--- config.mk ---
export PLATFORM = sky130hd
export DESIGN_NAME = status_led_pattern_generator_flat
export DESIGN_NICKNAME = d
export VERILOG_FILES = /design/src/hdl/slpg_pkg.sv /design/src/hdl/slpg_in_if.sv /design/src/hdl/slpg_out_if.sv /design/src/hdl/slpg_cfg_if.sv /design/src/hdl/slpg_div.sv /design/src/hdl/slpg_dp.sv /design/src/hdl/slpg_ctrl.sv /design/src/hdl/status_led_pattern_generator.sv /design/src/flat_wrapper.sv
export SDC_FILE = /design/constraint.sdc
export NUM_CORES = 1
export LEC_CHECK = 0
export ABC_CLOCK_PERIOD_IN_PS = 5300
export BUFFER_PORTS_ARGS = -buffer_cell sky130_fd_sc_hd__buf_2
export CAP_MARGIN = 20
export CORE_MARGIN = 2
export CORE_UTILIZATION = 45
export CTS_CLUSTER_DIAMETER = 60
export CTS_CLUSTER_SIZE = 10
export DETAILED_ROUTE_END_ITERATION = 16
export SETUP_SLACK_MARGIN = 0.4
export SYNTH_ARGS = -nofsm -noshare
export SYNTH_HDL_FRONTEND = slang
export SYNTH_SLANG_ARGS = --single-unit
export TNS_END_PERCENT = 5
--- constraint.sdc ---
create_clock -name clk -period 5.3 [get_ports clk]
set_clock_uncertainty 0.2 [all_clocks]
set_input_delay 0.795 -clock clk [delete_from_list [all_inputs] [get_ports clk]]
set_output_delay 0.795 -clock clk [all_outputs]
set_load 0.02 [all_outputs]
--- src/hdl/slpg_pkg.sv ---
// shared types, codes and constants of the status led pattern generator
package slpg_pkg;

	// remainder width: largest divisor is 15*270+900 = 4950
	localparam int DIV_W = 13;
	localparam int PHASE_W = 32;
	localparam int STEP_W = 10;
	localparam int CNT_W = $clog2(PHASE_W);
	localparam int FAULT_W = 4;
	localparam int MODE_W = 3;

	typedef logic [DIV_W-1:0] div_t;
	typedef logic [PHASE_W-1:0] phase_t;

	localparam logic [FAULT_W-1:0] MAX_FAULT_BLINKS = FAULT_W'(15);

	localparam logic [MODE_W-1:0] MODE_OFF = 3'd0;
	localparam logic [MODE_W-1:0] MODE_SEARCH = 3'd1;
	localparam logic [MODE_W-1:0] MODE_CONNECTED = 3'd2;
	localparam logic [MODE_W-1:0] MODE_UPDATE = 3'd3;
	localparam logic [MODE_W-1:0] MODE_CONFIG = 3'd4;

	// pattern timing in ms
	localparam phase_t FLASH_WINDOW = PHASE_W'(360);
	localparam div_t FLASH_SLOT = DIV_W'(120);
	localparam div_t BLINK_SLOT = DIV_W'(270);
	localparam div_t BLINK_ON = DIV_W'(120);
	localparam div_t FAULT_GAP = DIV_W'(900);
	localparam div_t SEARCH_PERIOD = DIV_W'(2000);
	localparam div_t SEARCH_ON = DIV_W'(150);
	localparam div_t UPDATE_PERIOD = DIV_W'(140);
	localparam div_t UPDATE_ON = DIV_W'(70);
	localparam div_t CONFIG_PERIOD = DIV_W'(1800);
	localparam div_t CONFIG_ON = DIV_W'(120);
	localparam div_t CONFIG_SECOND = DIV_W'(240);
	localparam div_t CONFIG_END = DIV_W'(360);

	localparam logic [STEP_W-1:0] STEP_RESET = STEP_W'(40);

	typedef enum logic [1:0] {
		CMD_TICK = 2'd0,
		CMD_SET_STATUS = 2'd1,
		CMD_SET_FAULT = 2'd2,
		CMD_FLASH = 2'd3
	} cmd_e;

	typedef enum logic [0:0] {
		CFG_TICK_STEP = 1'b0,
		CFG_ACTIVE_LOW = 1'b1
	} cfg_idx_e;

	// which pattern drives the current tick
	typedef enum logic [1:0] {
		SRC_FLASH = 2'd0,
		SRC_FAULT = 2'd1,
		SRC_MODE = 2'd2,
		SRC_CONST = 2'd3
	} src_e;

	typedef enum logic [2:0] {
		S_IDLE = 3'd0,
		S_SEL = 3'd1,
		S_DIV1 = 3'd2,
		S_DIV2 = 3'd3,
		S_FIN = 3'd4
	} state_e;

	typedef struct packed {
		logic take;
		logic select;
		logic start2;
		logic finish;
	} ctrl_cmd_t;

	typedef struct packed {
		src_e src;
		logic is_fault;
		logic div_done;
		logic out_free;
	} dp_stat_t;

	typedef struct packed {
		logic valid;
		cfg_idx_e index;
		logic [STEP_W-1:0] data;
	} cfg_wr_t;

endpackage

--- src/hdl/slpg_in_if.sv ---
// input command channel
interface slpg_in_if import slpg_pkg::*; ();
	logic valid;
	logic ready;
	cmd_e command;
	logic [MODE_W-1:0] status_mode;
	logic [FAULT_W-1:0] fault_blinks;

	modport source (output valid, output command, output status_mode, output fault_blinks,
		input ready);
	modport sink (input valid, input command, input status_mode, input fault_blinks,
		output ready);
endinterface

--- src/hdl/slpg_out_if.sv ---
// led level result channel
interface slpg_out_if import slpg_pkg::*; ();
	logic valid;
	logic ready;
	logic led_level;

	modport source (output valid, output led_level, input ready);
	modport sink (input valid, input led_level, output ready);
endinterface

--- src/hdl/slpg_cfg_if.sv ---
// configuration write channel
interface slpg_cfg_if import slpg_pkg::*; ();
	logic valid;
	logic ready;
	cfg_idx_e index;
	logic [STEP_W-1:0] data;

	modport source (output valid, output index, output data, input ready);
	modport sink (input valid, input index, input data, output ready);
endinterface

--- src/hdl/slpg_div.sv ---
// serial restoring divider, one quotient bit per cycle
module slpg_div import slpg_pkg::*; (
	input logic clk,
	input logic arst_n,
	input logic start,
	input phase_t dividend,
	input div_t divisor,
	output div_t rem,
	output logic q_lsb,
	output logic done
);

	phase_t num_q;
	div_t den_q;
	div_t rem_q;
	logic q_q;
	logic [CNT_W-1:0] cnt_q;
	logic busy_q;
	logic done_q;

	logic [DIV_W:0] partial;
	logic [DIV_W:0] diff;
	logic ge;

	assign partial = {rem_q, num_q[PHASE_W-1]};
	assign ge = partial >= {1'b0, den_q};
	assign diff = partial - {1'b0, den_q};

	always_ff @(posedge clk or negedge arst_n) begin
		if (!arst_n) begin
			busy_q <= 1'b0;
			done_q <= 1'b0;
			cnt_q <= '0;
		end else begin
			done_q <= 1'b0;
			if (start) begin
				busy_q <= 1'b1;
				cnt_q <= '0;
			end else if (busy_q) begin
				cnt_q <= cnt_q + 1'b1;
				if (cnt_q == CNT_W'(PHASE_W - 1)) begin
					busy_q <= 1'b0;
					done_q <= 1'b1;
				end
			end
		end
	end

	always_ff @(posedge clk) begin
		if (start) begin
			num_q <= dividend;
			den_q <= divisor;
			rem_q <= '0;
		end else if (busy_q) begin
			num_q <= {num_q[PHASE_W-2:0], 1'b0};
			rem_q <= ge ? diff[DIV_W-1:0] : partial[DIV_W-1:0];
			q_q <= ge;
		end
	end

	assign rem = rem_q;
	assign q_lsb = q_q;
	assign done = done_q;

endmodule

--- src/hdl/slpg_dp.sv ---
// datapath: pattern state, config registers, divider and output register
module slpg_dp import slpg_pkg::*; (
	input logic clk,
	input logic arst_n,
	input ctrl_cmd_t cmd,
	output dp_stat_t stat,
	input cmd_e command,
	input logic [MODE_W-1:0] status_mode,
	input logic [FAULT_W-1:0] fault_blinks,
	input cfg_wr_t cfg_wr,
	input logic out_ready,
	output logic out_valid,
	output logic led_level
);

	phase_t phase_q;
	phase_t flash_end_q;
	logic flash_pending_q;
	logic [MODE_W-1:0] mode_q;
	logic [FAULT_W-1:0] fault_q;
	logic [STEP_W-1:0] step_q;
	logic active_low_q;
	src_e src_q;
	logic burst_ok_q;
	logic led_q;
	logic out_valid_q;

	src_e src_sel;
	div_t burst;
	div_t sel_div;
	logic div_start;
	phase_t div_dividend;
	div_t div_divisor;
	div_t rem;
	logic q_lsb;
	logic div_done;
	logic on;
	logic out_free;

	assign burst = div_t'(fault_q) * BLINK_SLOT;

	always_comb begin
		if (phase_q < flash_end_q) begin
			src_sel = SRC_FLASH;
		end else if (fault_q != '0) begin
			src_sel = SRC_FAULT;
		end else if (mode_q inside {MODE_SEARCH, MODE_UPDATE, MODE_CONFIG}) begin
			src_sel = SRC_MODE;
		end else begin
			src_sel = SRC_CONST;
		end
	end

	always_comb begin
		case (src_sel)
			SRC_FLASH: sel_div = FLASH_SLOT;
			SRC_FAULT: sel_div = burst + FAULT_GAP;
			SRC_MODE: begin
				case (mode_q)
					MODE_UPDATE: sel_div = UPDATE_PERIOD;
					MODE_CONFIG: sel_div = CONFIG_PERIOD;
					default: sel_div = SEARCH_PERIOD;
				endcase
			end
			default: sel_div = SEARCH_PERIOD;
		endcase
	end

	// second pass reduces the fault phase by the blink slot
	assign div_start = (cmd.select && src_sel != SRC_CONST) || cmd.start2;
	assign div_dividend = cmd.start2 ? PHASE_W'(rem) : phase_q;
	assign div_divisor = cmd.start2 ? BLINK_SLOT : sel_div;

	slpg_div u_div (
		.clk(clk),
		.arst_n(arst_n),
		.start(div_start),
		.dividend(div_dividend),
		.divisor(div_divisor),
		.rem(rem),
		.q_lsb(q_lsb),
		.done(div_done)
	);

	always_comb begin
		case (src_q)
			SRC_FLASH: on = !q_lsb;
			SRC_FAULT: on = burst_ok_q && (rem < BLINK_ON);
			SRC_MODE: begin
				case (mode_q)
					MODE_SEARCH: on = rem < SEARCH_ON;
					MODE_UPDATE: on = rem < UPDATE_ON;
					MODE_CONFIG: on = (rem < CONFIG_ON) ||
						(rem >= CONFIG_SECOND && rem < CONFIG_END);
					default: on = 1'b0;
				endcase
			end
			default: on = (mode_q == MODE_CONNECTED);
		endcase
	end

	assign out_free = !out_valid_q || out_ready;

	always_ff @(posedge clk or negedge arst_n) begin
		if (!arst_n) begin
			phase_q <= '0;
			flash_end_q <= '0;
			flash_pending_q <= 1'b0;
			mode_q <= MODE_SEARCH;
			fault_q <= '0;
			step_q <= STEP_RESET;
			active_low_q <= 1'b0;
			src_q <= SRC_CONST;
			burst_ok_q <= 1'b0;
			led_q <= 1'b0;
			out_valid_q <= 1'b0;
		end else begin
			if (cfg_wr.valid) begin
				case (cfg_wr.index)
					CFG_TICK_STEP: step_q <= cfg_wr.data;
					CFG_ACTIVE_LOW: active_low_q <= cfg_wr.data[0];
					default: ;
				endcase
			end
			if (cmd.take) begin
				case (command)
					CMD_TICK: begin
						if (flash_pending_q) begin
							flash_pending_q <= 1'b0;
							flash_end_q <= phase_q + FLASH_WINDOW;
						end
					end
					CMD_SET_STATUS: begin
						if (fault_q == '0) mode_q <= status_mode;
					end
					CMD_SET_FAULT: begin
						fault_q <= (fault_blinks > MAX_FAULT_BLINKS) ? MAX_FAULT_BLINKS
							: fault_blinks;
					end
					default: flash_pending_q <= 1'b1;
				endcase
			end
			if (cmd.select) src_q <= src_sel;
			if (cmd.start2) burst_ok_q <= rem < burst;
			if (cmd.finish) begin
				led_q <= on ^ active_low_q;
				out_valid_q <= 1'b1;
				phase_q <= phase_q + PHASE_W'(step_q);
			end else if (out_ready) begin
				out_valid_q <= 1'b0;
			end
		end
	end

	assign stat.src = src_sel;
	assign stat.is_fault = (src_q == SRC_FAULT);
	assign stat.div_done = div_done;
	assign stat.out_free = out_free;
	assign out_valid = out_valid_q;
	assign led_level = led_q;

endmodule

--- src/hdl/slpg_ctrl.sv ---
// controller: sequences command intake, divider passes and result hand-off
module slpg_ctrl import slpg_pkg::*; (
	input logic clk,
	input logic arst_n,
	input logic in_valid,
	input cmd_e command,
	input dp_stat_t stat,
	output logic in_ready,
	output ctrl_cmd_t cmd
);

	state_e state_q;
	state_e state_d;

	always_ff @(posedge clk or negedge arst_n) begin
		if (!arst_n) begin
			state_q <= S_IDLE;
		end else begin
			state_q <= state_d;
		end
	end

	always_comb begin
		state_d = state_q;
		case (state_q)
			S_IDLE: begin
				if (in_valid && command == CMD_TICK) state_d = S_SEL;
			end
			S_SEL: begin
				state_d = (stat.src == SRC_CONST) ? S_FIN : S_DIV1;
			end
			S_DIV1: begin
				if (stat.div_done) state_d = stat.is_fault ? S_DIV2 : S_FIN;
			end
			S_DIV2: begin
				if (stat.div_done) state_d = S_FIN;
			end
			S_FIN: begin
				if (stat.out_free) state_d = S_IDLE;
			end
			default: state_d = S_IDLE;
		endcase
	end

	always_comb begin
		in_ready = 1'b0;
		cmd = '0;
		case (state_q)
			S_IDLE: begin
				in_ready = 1'b1;
				cmd.take = in_valid;
			end
			S_SEL: cmd.select = 1'b1;
			S_DIV1: cmd.start2 = stat.div_done && stat.is_fault;
			S_FIN: cmd.finish = stat.out_free;
			default: ;
		endcase
	end

endmodule

--- src/hdl/status_led_pattern_generator.sv ---
// top level of the status led pattern generator
//
// channel  | dir | word contents
// ---------+-----+-------------------------------------------
// item     | in  | command, status_mode, fault_blinks
// result   | out | led_level (one word per tick command)
// cfg      | in  | index (0 tick_step_ms, 1 active_low), data
//
// non-tick commands are handled while idle; a tick goes through the shared
// one-bit-per-cycle remainder divider (32 steps), again with a fault code active
// (second pass for the blink slot), and not in connected, off or unknown mode
// reset is asynchronous and puts the phase at 0 with mode searching
// the result register frees the divider: a tick only waits in its last state
// while the previous level has not been taken
// cfg writes are always taken, one per cycle
module status_led_pattern_generator import slpg_pkg::*; (
	input logic clk,
	input logic arst_n,
	slpg_in_if.sink item,
	slpg_out_if.source result,
	slpg_cfg_if.sink cfg
);

	ctrl_cmd_t cmd;
	dp_stat_t stat;
	cfg_wr_t cfg_wr;

	// config writes land straight in the datapath registers
	assign cfg.ready = 1'b1;
	assign cfg_wr.valid = cfg.valid;
	assign cfg_wr.index = cfg.index;
	assign cfg_wr.data = cfg.data;

	// sequencing of intake, divider passes and result load
	slpg_ctrl u_ctrl (
		.clk(clk),
		.arst_n(arst_n),
		.in_valid(item.valid),
		.command(item.command),
		.stat(stat),
		.in_ready(item.ready),
		.cmd(cmd)
	);

	// pattern state, divider and output register
	slpg_dp u_dp (
		.clk(clk),
		.arst_n(arst_n),
		.cmd(cmd),
		.stat(stat),
		.command(item.command),
		.status_mode(item.status_mode),
		.fault_blinks(item.fault_blinks),
		.cfg_wr(cfg_wr),
		.out_ready(result.ready),
		.out_valid(result.valid),
		.led_level(result.led_level)
	);

	// a tick word keeps the block busy in the following cycle
	a_tick_busy: assert property (@(posedge clk) disable iff (!arst_n)
		item.valid && item.ready && item.command == CMD_TICK |=> !item.ready)
		else $error("input taken right after a tick");

	// commands other than tick never raise a result word
	a_no_spurious: assert property (@(posedge clk) disable iff (!arst_n)
		item.valid && item.ready && item.command != CMD_TICK && !result.valid
		|=> !result.valid)
		else $error("result word raised by a non-tick command");

	// a result word only appears after the tick work has run
	a_result_late: assert property (@(posedge clk) disable iff (!arst_n)
		item.valid && item.ready && item.command == CMD_TICK |=> !$rose(result.valid))
		else $error("result word raised too early");

endmodule

--- src/flat_wrapper.sv ---
// flat-port wrapper written by rule: the top's interface ports become plain ports
module status_led_pattern_generator_flat import slpg_pkg::*;
  (clk, arst_n, item_valid, item_command, item_status_mode, item_fault_blinks, item_ready, result_valid, result_led_level, result_ready, cfg_valid, cfg_index, cfg_data, cfg_ready);
  slpg_in_if item_i ();
  slpg_out_if result_i ();
  slpg_cfg_if cfg_i ();
  input logic clk;
  input logic arst_n;
  input wire logic [$bits(item_i.valid)-1:0] item_valid;
  input wire logic [$bits(item_i.command)-1:0] item_command;
  input wire logic [$bits(item_i.status_mode)-1:0] item_status_mode;
  input wire logic [$bits(item_i.fault_blinks)-1:0] item_fault_blinks;
  output wire logic [$bits(item_i.ready)-1:0] item_ready;
  output wire logic [$bits(result_i.valid)-1:0] result_valid;
  output wire logic [$bits(result_i.led_level)-1:0] result_led_level;
  input wire logic [$bits(result_i.ready)-1:0] result_ready;
  input wire logic [$bits(cfg_i.valid)-1:0] cfg_valid;
  input wire logic [$bits(cfg_i.index)-1:0] cfg_index;
  input wire logic [$bits(cfg_i.data)-1:0] cfg_data;
  output wire logic [$bits(cfg_i.ready)-1:0] cfg_ready;
  assign item_i.valid = item_valid;
  assign item_i.command = item_command;
  assign item_i.status_mode = item_status_mode;
  assign item_i.fault_blinks = item_fault_blinks;
  assign item_ready = item_i.ready;
  assign result_valid = result_i.valid;
  assign result_led_level = result_i.led_level;
  assign result_i.ready = result_ready;
  assign cfg_i.valid = cfg_valid;
  assign cfg_i.index = cfg_index;
  assign cfg_i.data = cfg_data;
  assign cfg_ready = cfg_i.ready;
  status_led_pattern_generator u_core (.clk(clk), .arst_n(arst_n), .item(item_i), .result(result_i), .cfg(cfg_i));
endmodule
# Yosys cells after proc, flatten, opt, wreduce, memory -nomap -nowiden
# Index checks and enable logic that the tools add are counted.
dict set report totals {
  ff_bits 157
  out_inout_bits 4
  wordCells 122
  input_bits 25
  n_memories 0
  latchBits 0
  mem_bits_rw 0
  rom_bits 0
}
dict set report classes {
  bitwise_logic 4
  reduce_logical 28
  order_cmp 9
  mux 35
  n_mul 1
  n_eq_ne 21
  n_shift 0
  n_div 0
  addsub 5
}
# operator count
set op_table {}
lappend op_table {{$mux W32} 3}
lappend op_table {{$pmux W13 S3} 1}
lappend op_table {{$add A32 B10 Y32} 1}
lappend op_table {{$add A32 B9 Y32 const B} 1}
lappend op_table {{$lt A32 B32 Y1} 1}
lappend op_table {{$lt A13 B7 Y1 const B} 2}
lappend op_table {{$pmux W11 S2} 1}
lappend op_table {{$mux W3} 6}
lappend op_table {{$pmux W3 S5} 1}
lappend op_table {{$ge A14 B13 Y1} 1}
lappend op_table {{$mux W1} 14}
lappend op_table {{$add A13 B10 Y13 const B} 1}
lappend op_table {{$ge A13 B8 Y1 const B} 1}
lappend op_table {{$lt A13 B13 Y1} 1}
lappend op_table {{$lt A13 B8 Y1 const B} 1}
lappend op_table {{$lt A13 B9 Y1 const B} 1}
lappend op_table {{$mux W13} 1}
lappend op_table {{$sub A13 B13 Y13} 1}
lappend op_table {{$eq A3 B2 Y1 const B} 4}
lappend op_table {{$mul A4 B8 Y12 const B} 1}
lappend op_table {{$mux W5} 2}
lappend op_table {{$ne A2 B2 Y1 const B} 5}
lappend op_table {{$reduce_and A2 Y1} 5}
lappend op_table {{$eq A2 B2 Y1 const B} 4}
lappend op_table {{other kinds (24)} 43}

# Depth between registers and ports, before layout
# Gate-level depths: netlist of the first run.
dict set report logic_depth {
  ltp_word 10
  mapped_depth 15
  depth_no_buf 15
}

# Hierarchy
# A second synthesis of the first run with hierarchy kept.
dict set report hier_totals {
  hier_cells 1035
  area_unflattened_um2 10313.6
}
# mod instances cells_each seq_area_each_um2 area_each_um2
set by_module_without_submodules {}
lappend by_module_without_submodules {slpg_dp 1 740 2208.4 6732.7}
lappend by_module_without_submodules {slpg_div 1 267 1816.7 3364.5}
lappend by_module_without_submodules {slpg_ctrl 1 26 75.1 205.2}
lappend by_module_without_submodules {status_led_pattern_generator 1 2 0.0 11.3}

# Least setup slack after synthesis of the first run
# OpenSTA, ideal clock, no wires.
dict set report synth_path {
  path_type {register to register}
  start {register u_core.u_dp.fault_q[1]}
  end {register u_core.u_dp.burst_ok_q}
  synth_period_minus_slack_ns 3.979
  setup_time_ns 0.121
  path_buffers 0
  t_arrival_ns 3.658
  path_stages_with_launch 15
  path_slack_ns 1.321
  required_ns 4.979
  path_cell_list {dfrtp_1 > fa_1 > ha_1 > fa_1 > a21o_1 > a21oi_1 > xnor2_1 > inv_1 > ha_1 > and3_1 > o211ai_1 > a21oi_1 > a2111oi_0 > or3_1 > o22a_1}
}
dict set report synth_via {
  elab_chain_cells 2
}
# item line_no
set synth_lines {}
lappend synth_lines {{start, declared} slpg_dp.sv:20} ;# logic [FAULT_W-1:0] fault_q;
lappend synth_lines {{start signal, assigned} slpg_dp.sv:137} ;# fault_q <= (fault_blinks > MAX_FAULT_BLINKS) ? MAX_FAULT_BLINKS
lappend synth_lines {{$mul A4 B8 Y12} slpg_dp.sv:40} ;# assign burst = div_t'(fault_q) * BLINK_SLOT;
lappend synth_lines {{$lt A13 B13 Y1} slpg_dp.sv:144} ;# if (cmd.start2) burst_ok_q <= rem < burst;
lappend synth_lines {{end signal, assigned} slpg_dp.sv:144}
lappend synth_lines {{end, declared} slpg_dp.sv:24} ;# logic burst_ok_q;
# Every way passes these cells.
# A chain may end at the register's enable or synchronous reset.

# Worst setup path in the final report of the first run
# Same ends and word-level chain as after synthesis.

==> results of run 1 <==
==> through the flow <==
stage / std cells / worst slack, ns / hold WS [ns] / utilization, %
floorplan: 1071 / 1.32 / 0.247 / -
global placement: 1339 / 1.09 / 0.259 / 47.5
detailed placement: 1339 / 1.05 / 0.264 / 47.5
CTS: 1371 / 1.03 / 0.221 / 50.1
global route: 1372 / 0.804 / 0.237 / 50.3
finish: 1372 / 1.05 / 0.200 / 50.3
==> synthesized netlist by cell type, drive strengths merged (10+ instances only) <==
| master | instances |
|---|---|
| xor2 | 20 |
| nor4 | 15 |
| dfxtp | 13 |
| a21oi | 41 |
| nand2 | 126 |
| and3 | 14 |
| clkbuf | 29 |
| buf | 18 |
| o21ai | 67 |
| mux2i | 28 |
| a211oi | 15 |
| mux2 | 19 |
| inv | 91 |
| edfxtp | 45 |
| a21o | 10 |
| dfrtp | 93 |
| o211ai | 12 |
| nand3 | 24 |
| nor2 | 70 |
| nor3 | 36 |
| a311oi | 13 |
| ha | 84 |
| xnor2 | 57 |
| nand4 | 15 |
==> kinds of logic after synthesis <==
| kind of cell | Yosys count | share of synthesized area (%) |
|---|---|---|
| simple gates | 346 | 16.3 |
| xor+xnor | 77 | 6.79 |
| mux | 47 | 4.92 |
| other cells | 1 | 0.0373 |
| fa+ha+maj | 89 | 11.5 |
| buf+inv | 138 | 5.48 |
| compound gates | 217 | 14.6 |
| flops | 156 | 40.5 |
==> sequential cells by signal, indices dropped and copies added, names as in the netlist, 3 cells and up <==
register	cells
u_core.u_dp.u_div.num_q	32
u_core.u_ctrl.state_q	3
u_core.u_dp.mode_q	3
u_core.u_dp.step_q	10
u_core.u_dp.fault_q	4
u_core.u_dp.phase_q	32
u_core.u_dp.flash_end_q	32
u_core.u_dp.u_div.rem	13
u_core.u_dp.u_div.cnt_q	5
u_core.u_dp.u_div.den_q	12
==> final timing paths <==
kind	end	slack, ns	depth (start not counted)
min in group clk	u_core.u_dp.flash_end_q[10]	0.28	2
max in group asynchronous	u_core.u_dp.fault_q[3]	3.58	2
max	u_core.u_dp.burst_ok_q	1.05	14
min reg2reg	u_core.u_dp.flash_end_q[10]	0.28	2
min	u_core.u_dp.flash_end_q[31]	0.20	1
max reg2reg	u_core.u_dp.burst_ok_q	1.05	14
==> power groups by stage <==
stage                     clock, W  combinational, W  sequential, W
final                      0.00120           0.00371        0.00234
after global routing       0.00127           0.00425        0.00242
after CTS                  0.00122           0.00373        0.00234
after detailed placement         0           0.00370        0.00236
after global placement           0           0.00363        0.00235
after floorplan                  0           0.00304        0.00213
==> per-layer routing <==
metal / up-vias / share of wire, % / wire length, um
met3: 22 / 3.2 / 728
met2: 115 / 47 / 10800
met5: - / 0 / 0
met4: 0 / 1.1 / 253
li1: 3819 / - / -
met1: 3674 / 48 / 11100
==> cell type report <==
type / count / share of cell area, %
Inverter: 91 / 3.11
Clock buffer: 18 / 4.09
Multi-Input combinational cell: 777 / 49.4
Tap cell: 280 / 3.18
Clock inverter: 14 / 1.13
Sequential cell: 156 / 37.0
Timing Repair Buffer: 36 / 2.05
==> worst reg2reg max path, stage by stage, from the launching register on <==
cell,delay (ns)
dfrtp_1,0.49
fa_1,0.52
ha_1,0.33
fa_1,0.46
a21o_1,0.19
a21oi_1,0.26
xnor2_1,0.28
inv_1,0.09
ha_1,0.30
and3_1,0.16
o211ai_1,0.09
a21oi_1,0.12
a2111oi_0,0.07
or3_1,0.39
o22a_1,0.18
==> impl_metrics.toml, run 1 <==
[global_routing]
gr-usage-met1_pct = 27.9
met3_usage_pct = 3.49
busiest_layer = "met2"
grt_pass1_wl_um = 38400
antenna_found_initial = 0
grt_max_degree = 51
grt_pass1_vias = 7564
gr-usage-all-layers_pct = 20.2
grt_overflow = 0
gr-usage-met2_pct = 33.2

[sta]
hold_violations = 0
rsz0062_at_grt = "false"
timing.final.crit_share_pct = 80.2
slew_headroom_pct = 30.3
setup_viol = 0
worstMarginPinSlew_ns = 1.05
slew_violations = 0
fin_tns_setup_ns = 0
finalCriticalPeriod_ns = 4.25
max_freq_ghz = 0.235

[logic_synthesis]
netlist.top_cell.by_area = "dfrtp_1"
ys_ff_latch = 156
synth_top_area_share_pct = 23.2
avgSynthCellArea_um2 = 9.38
yosysSeqAreaShare_pct = 40.5
syn_nets = 1185
ys_types = 71
synth_edf_count = 45
synth_area_um2 = 10000
synth_flop_cell = "dfrtp_1"
synthCells = 1071
synthTopCellsByArea = "dfrtp_1 23%, edfxtp_1 13%, ha_1 10%"
ys_warn_count = 0
ys_async_sr_fraction_pct = 62.8

[clock_network]
clkSinkCount = 156
cts_made_buffers = 17
ctsHoldBuffers = 0
cts_buffer_depth = 2
ctsResizeCount = 0
cts_tree = "built"
ctsRootBufferMaster = "clkbuf_16"
htree_levels = 4
post_cts_buffers = 0
worstSkewPairLatency_ns = 0.44
path_clk_slew_ns = 0.07

[placed_design]
place_hpwl_um = 16600
gp_congestion = 0.815
portBuffers = 27
placed_cell_area_um2 = 10400

[route]
vias_per_cell = 5.56
via_count = 7630
wl_per_cell_um = 16.7
ant_nets = 0
drt_pass1_iterations = 4
wirelength_um = 22900
detail_route.drc_violations = 0
drtIter0Drc = 445

[run_status]
status = "complete, no violations"

[worst_setup_path]
required_ns = 5.42
critPathKind = "register to register"
crit_family = "adder cells"
crit_path_cell_trace = "fa_1 -> ha_1 -> fa_1 -> a21o_1 -> a21oi_1 -> xnor2_1 -> inv_1 -> ha_1 -> and3_1 -> o211ai_1 -> a21oi_1 -> a2111oi_0 -> or3_1 -> o22a_1"
cp_slowest_cell = "fa_1"
arrival_ns = 4.37
crit_path_end_kind = "register"
critPathMaxStageDelay_ns = 0.52
crit_buf_inv = 1
start_kind = "register"
r2r-start = "u_core.u_dp.fault_q[1]"
critPathLaunch = "u_core.u_dp.fault_q[1]"
crit_fanout = 7

[job]
cap_violations = 0

[layout]
seq_area_um2 = 4070
area_growth_pct = 9.46
nets = 1193
n_antenna_cell = 0
final_common_cell = "nand2_1"
layout-drive-gt1-share_pct = 9.52
multiInputGateArea_um2 = 5440
fin_area_um2 = 11000
mostFrequentLayoutCells = "126 x nand2_1, 93 x dfrtp_1, 90 x inv_1"
fill_cells = 2076

[power]
powerDensity_nw_per_um2 = 659
power.share.clock_pct = 16.5
power_frac_comb_pct = 51.2
p_sw_w = 0.00314
p_seq_share_pct = 32.3
peakVddDrop_mv = 0.541
leakagePower_nw = 5.05
total_power_w = 0.00725
sw_frac_of_total_pct = 43.3
internal-power_w = 0.00411

[min_path]
hold_class = "input pin to asynchronous set/reset pin"

[floorplanning]
io_pins = 29
initial_core_util_pct = 45.9
die-width_um = 153
die_area_um2 = 23500
rows = 54
core-area_um2 = 21900
die_y_um = 153
Power figures use the tool's default switching activity.
==> run 2, diff against run 1 <==
--- a/config.mk
+++ b/config.mk
@@ -5,7 +5,7 @@
 export SDC_FILE = /design/constraint.sdc
 export NUM_CORES = 1
 export LEC_CHECK = 0
-export ABC_CLOCK_PERIOD_IN_PS = 5300
+export ABC_CLOCK_PERIOD_IN_PS = 3900
 export BUFFER_PORTS_ARGS = -buffer_cell sky130_fd_sc_hd__buf_2
 export CAP_MARGIN = 20
 export CORE_MARGIN = 2
==> constraint.sdc (replaced) <==
create_clock -name clk -period 3.9 [get_ports clk]
set_clock_uncertainty 0.2 [all_clocks]
set_input_delay 0.585 -clock clk [delete_from_list [all_inputs] [get_ports clk]]
set_output_delay 0.585 -clock clk [all_outputs]
set_load 0.02 [all_outputs]
==> impl_metrics.toml, run 2 (synthesis results as in run 1) <==
[global_routing]
grt_pass1_wl_um = 39700
gr-usage-all-layers_pct = 20.8
antenna_found_initial = 1
grt_max_degree = 65
grt_pass1_vias = 7755
grt_overflow = 0

[power]
powerDensity_nw_per_um2 = 924
leakagePower_nw = 5.24
peakVddDrop_mv = 0.848

[worst_setup_path]
start_kind = "register"
r2r-start = "u_core.u_dp.fault_q[1]"
critPathKind = "register to register"
critPathMaxStageDelay_ns = 0.59
cp_slowest_cell = "fa_1"
crit_path_end_kind = "register"
critPathLaunch = "u_core.u_dp.fault_q[1]"
crit_path_cell_trace = "fa_1 -> ha_4 -> fa_2 -> a21o_1 -> a21oi_4 -> xnor2_2 -> inv_2 -> ha_4 -> and3_1 -> o211ai_1 -> a21oi_1 -> a2111oi_2 -> or3_1 -> o22a_1"
crit_fanout = 3
required_ns = 4.03
cpMostUsedCell = "ha_4"
arrival_ns = 3.93
crit_family = "adder cells"
crit_buf_inv = 1

[placed_design]
gp_congestion = 0.817
place_hpwl_um = 17100
dp_slack_ns = 0.0794
portBuffers = 27

[route]
vias_per_cell = 5.62
detail_route.drc_violations = 0
drt_pass1_iterations = 5
wirelength_um = 23700
wl_per_cell_um = 16.9
via_count = 7872
ant_nets = 0
drtIter0Drc = 494

[sta]
setup_viol = 0
slew_headroom_pct = 43.1
worstMarginPinSlew_ns = 0.852
holdWs_ns = 0.154
finalCriticalPeriod_ns = 3.80
timing.final.crit_share_pct = 97.5
hold_violations = 0
slew_violations = 0
worst_slack_ns = 0.0989
max_freq_ghz = 0.263
fin_tns_setup_ns = 0
rsz0062_at_grt = "true"

[layout]
mostFrequentLayoutCells = "125 x nand2_1, 91 x dfrtp_1, 88 x inv_1"
final_common_cell = "nand2_1"
largestRegisters = "u_core.u_dp.flash_end_q x32, u_core.u_dp.phase_q x32, u_core.u_dp.u_div.num_q x32"
layout-drive-gt1-share_pct = 14.1
final_util_pct = 52.3
n_antenna_cell = 0
area_growth_pct = 14.0
nets = 1221

[clock_network]
cts_tree = "built"
clkSinkCount = 156
htree_levels = 4
cts_buffer_depth = 2
ctsRootBufferMaster = "clkbuf_16"
path_clk_slew_ns = 0.08
cts_made_buffers = 17
worstSkewPairLatency_ns = 0.44

[floorplanning]
io_pins = 29
die-width_um = 153
initial_core_util_pct = 45.9
die_area_um2 = 23500
die_y_um = 153
rows = 54
core-area_um2 = 21900

[min_path]
min_from = "cfg_data[1]"
hold_class = "input pin to register"

[job]
cap_violations = 0

[run_status]
status = "complete, no violations"
[run 2: cell count changes in the layout (fill, tap and decap cells not counted), sizes merged]
cell and delta:
dlygate4sd3 +1, clkbuf -1, buf +27, inv +3, clkinvlp -2
[run 2: power breakdown]
part | switching (W) | internal [W]
clock | 0.000806 | 0.000864
sequential | 0.000576 | 0.00251
combinational | 0.00320 | 0.00262
total | 0.00458 | 0.00599
[run 2: per-layer routing]
layer  vias to the layer above  wire length [um]  GRT usage, %
met4                         0               252          4.81
met1                      3783             11100          28.2
met3                        23               943          3.80
met5                         -                 0             0
met2                       190             11400          34.9
li1                       3876                 -             -
[run 2: what timing repair did]
item | CTS | global route
hold buffers | 1 | 0
endpoints found under the hold margin | 29 | 0
endpoints found under the setup margin | 4 | 50
setup buffers | 2 | 7
pin swaps | 4 | 20
resized for setup | 4 | 26
[run 2: worst paths after layout]
| kind | to | slack (ns) | cells after the start |
|---|---|---|---|
| min | u_core.u_dp.step_q[1] | 0.15 | 3 |
| max | u_core.u_dp.burst_ok_q | 0.1 | 14 |
| max in group asynchronous | u_core.u_dp.flash_end_q[1] | 2.30 | 3 |
| min reg2reg | u_core.u_dp.flash_end_q[0] | 0.28 | 2 |
| min in group asynchronous | u_core.u_dp.flash_end_q[31] | 0.47 | 2 |
| max reg2reg | u_core.u_dp.burst_ok_q | 0.1 | 14 |
[run 2: final cells by class]
type | count | area, um^2
clock buffers | 17 | 425
multi-input cells | 777 | 5640
inverters | 91 | 345
clock inverters | 15 | 164
repair buffers | 64 | 458
fillers | 2041 | 10400
flip-flops and latches | 156 | 4070
well taps | 280 | 350
[run 2: through the flow]
stage	cells	total power, W	area (um^2)
global route	1400	0.0116	11500
floorplan	1071	0.00709	10100
detailed placement	1358	0.00845	10600
finish	1400	0.0106	11500
global placement	1358	0.00833	10600
CTS	1393	0.0102	11200
[run 2: worst reg2reg max path: cells and delay by family (launching register included)]
family          cells  cell delay (ns)
simple gates        2             0.51
flops               1             0.43
compound gates      6             0.85
fa+ha+maj           4             1.48
buf+inv             1             0.06
xor+xnor            1             0.15
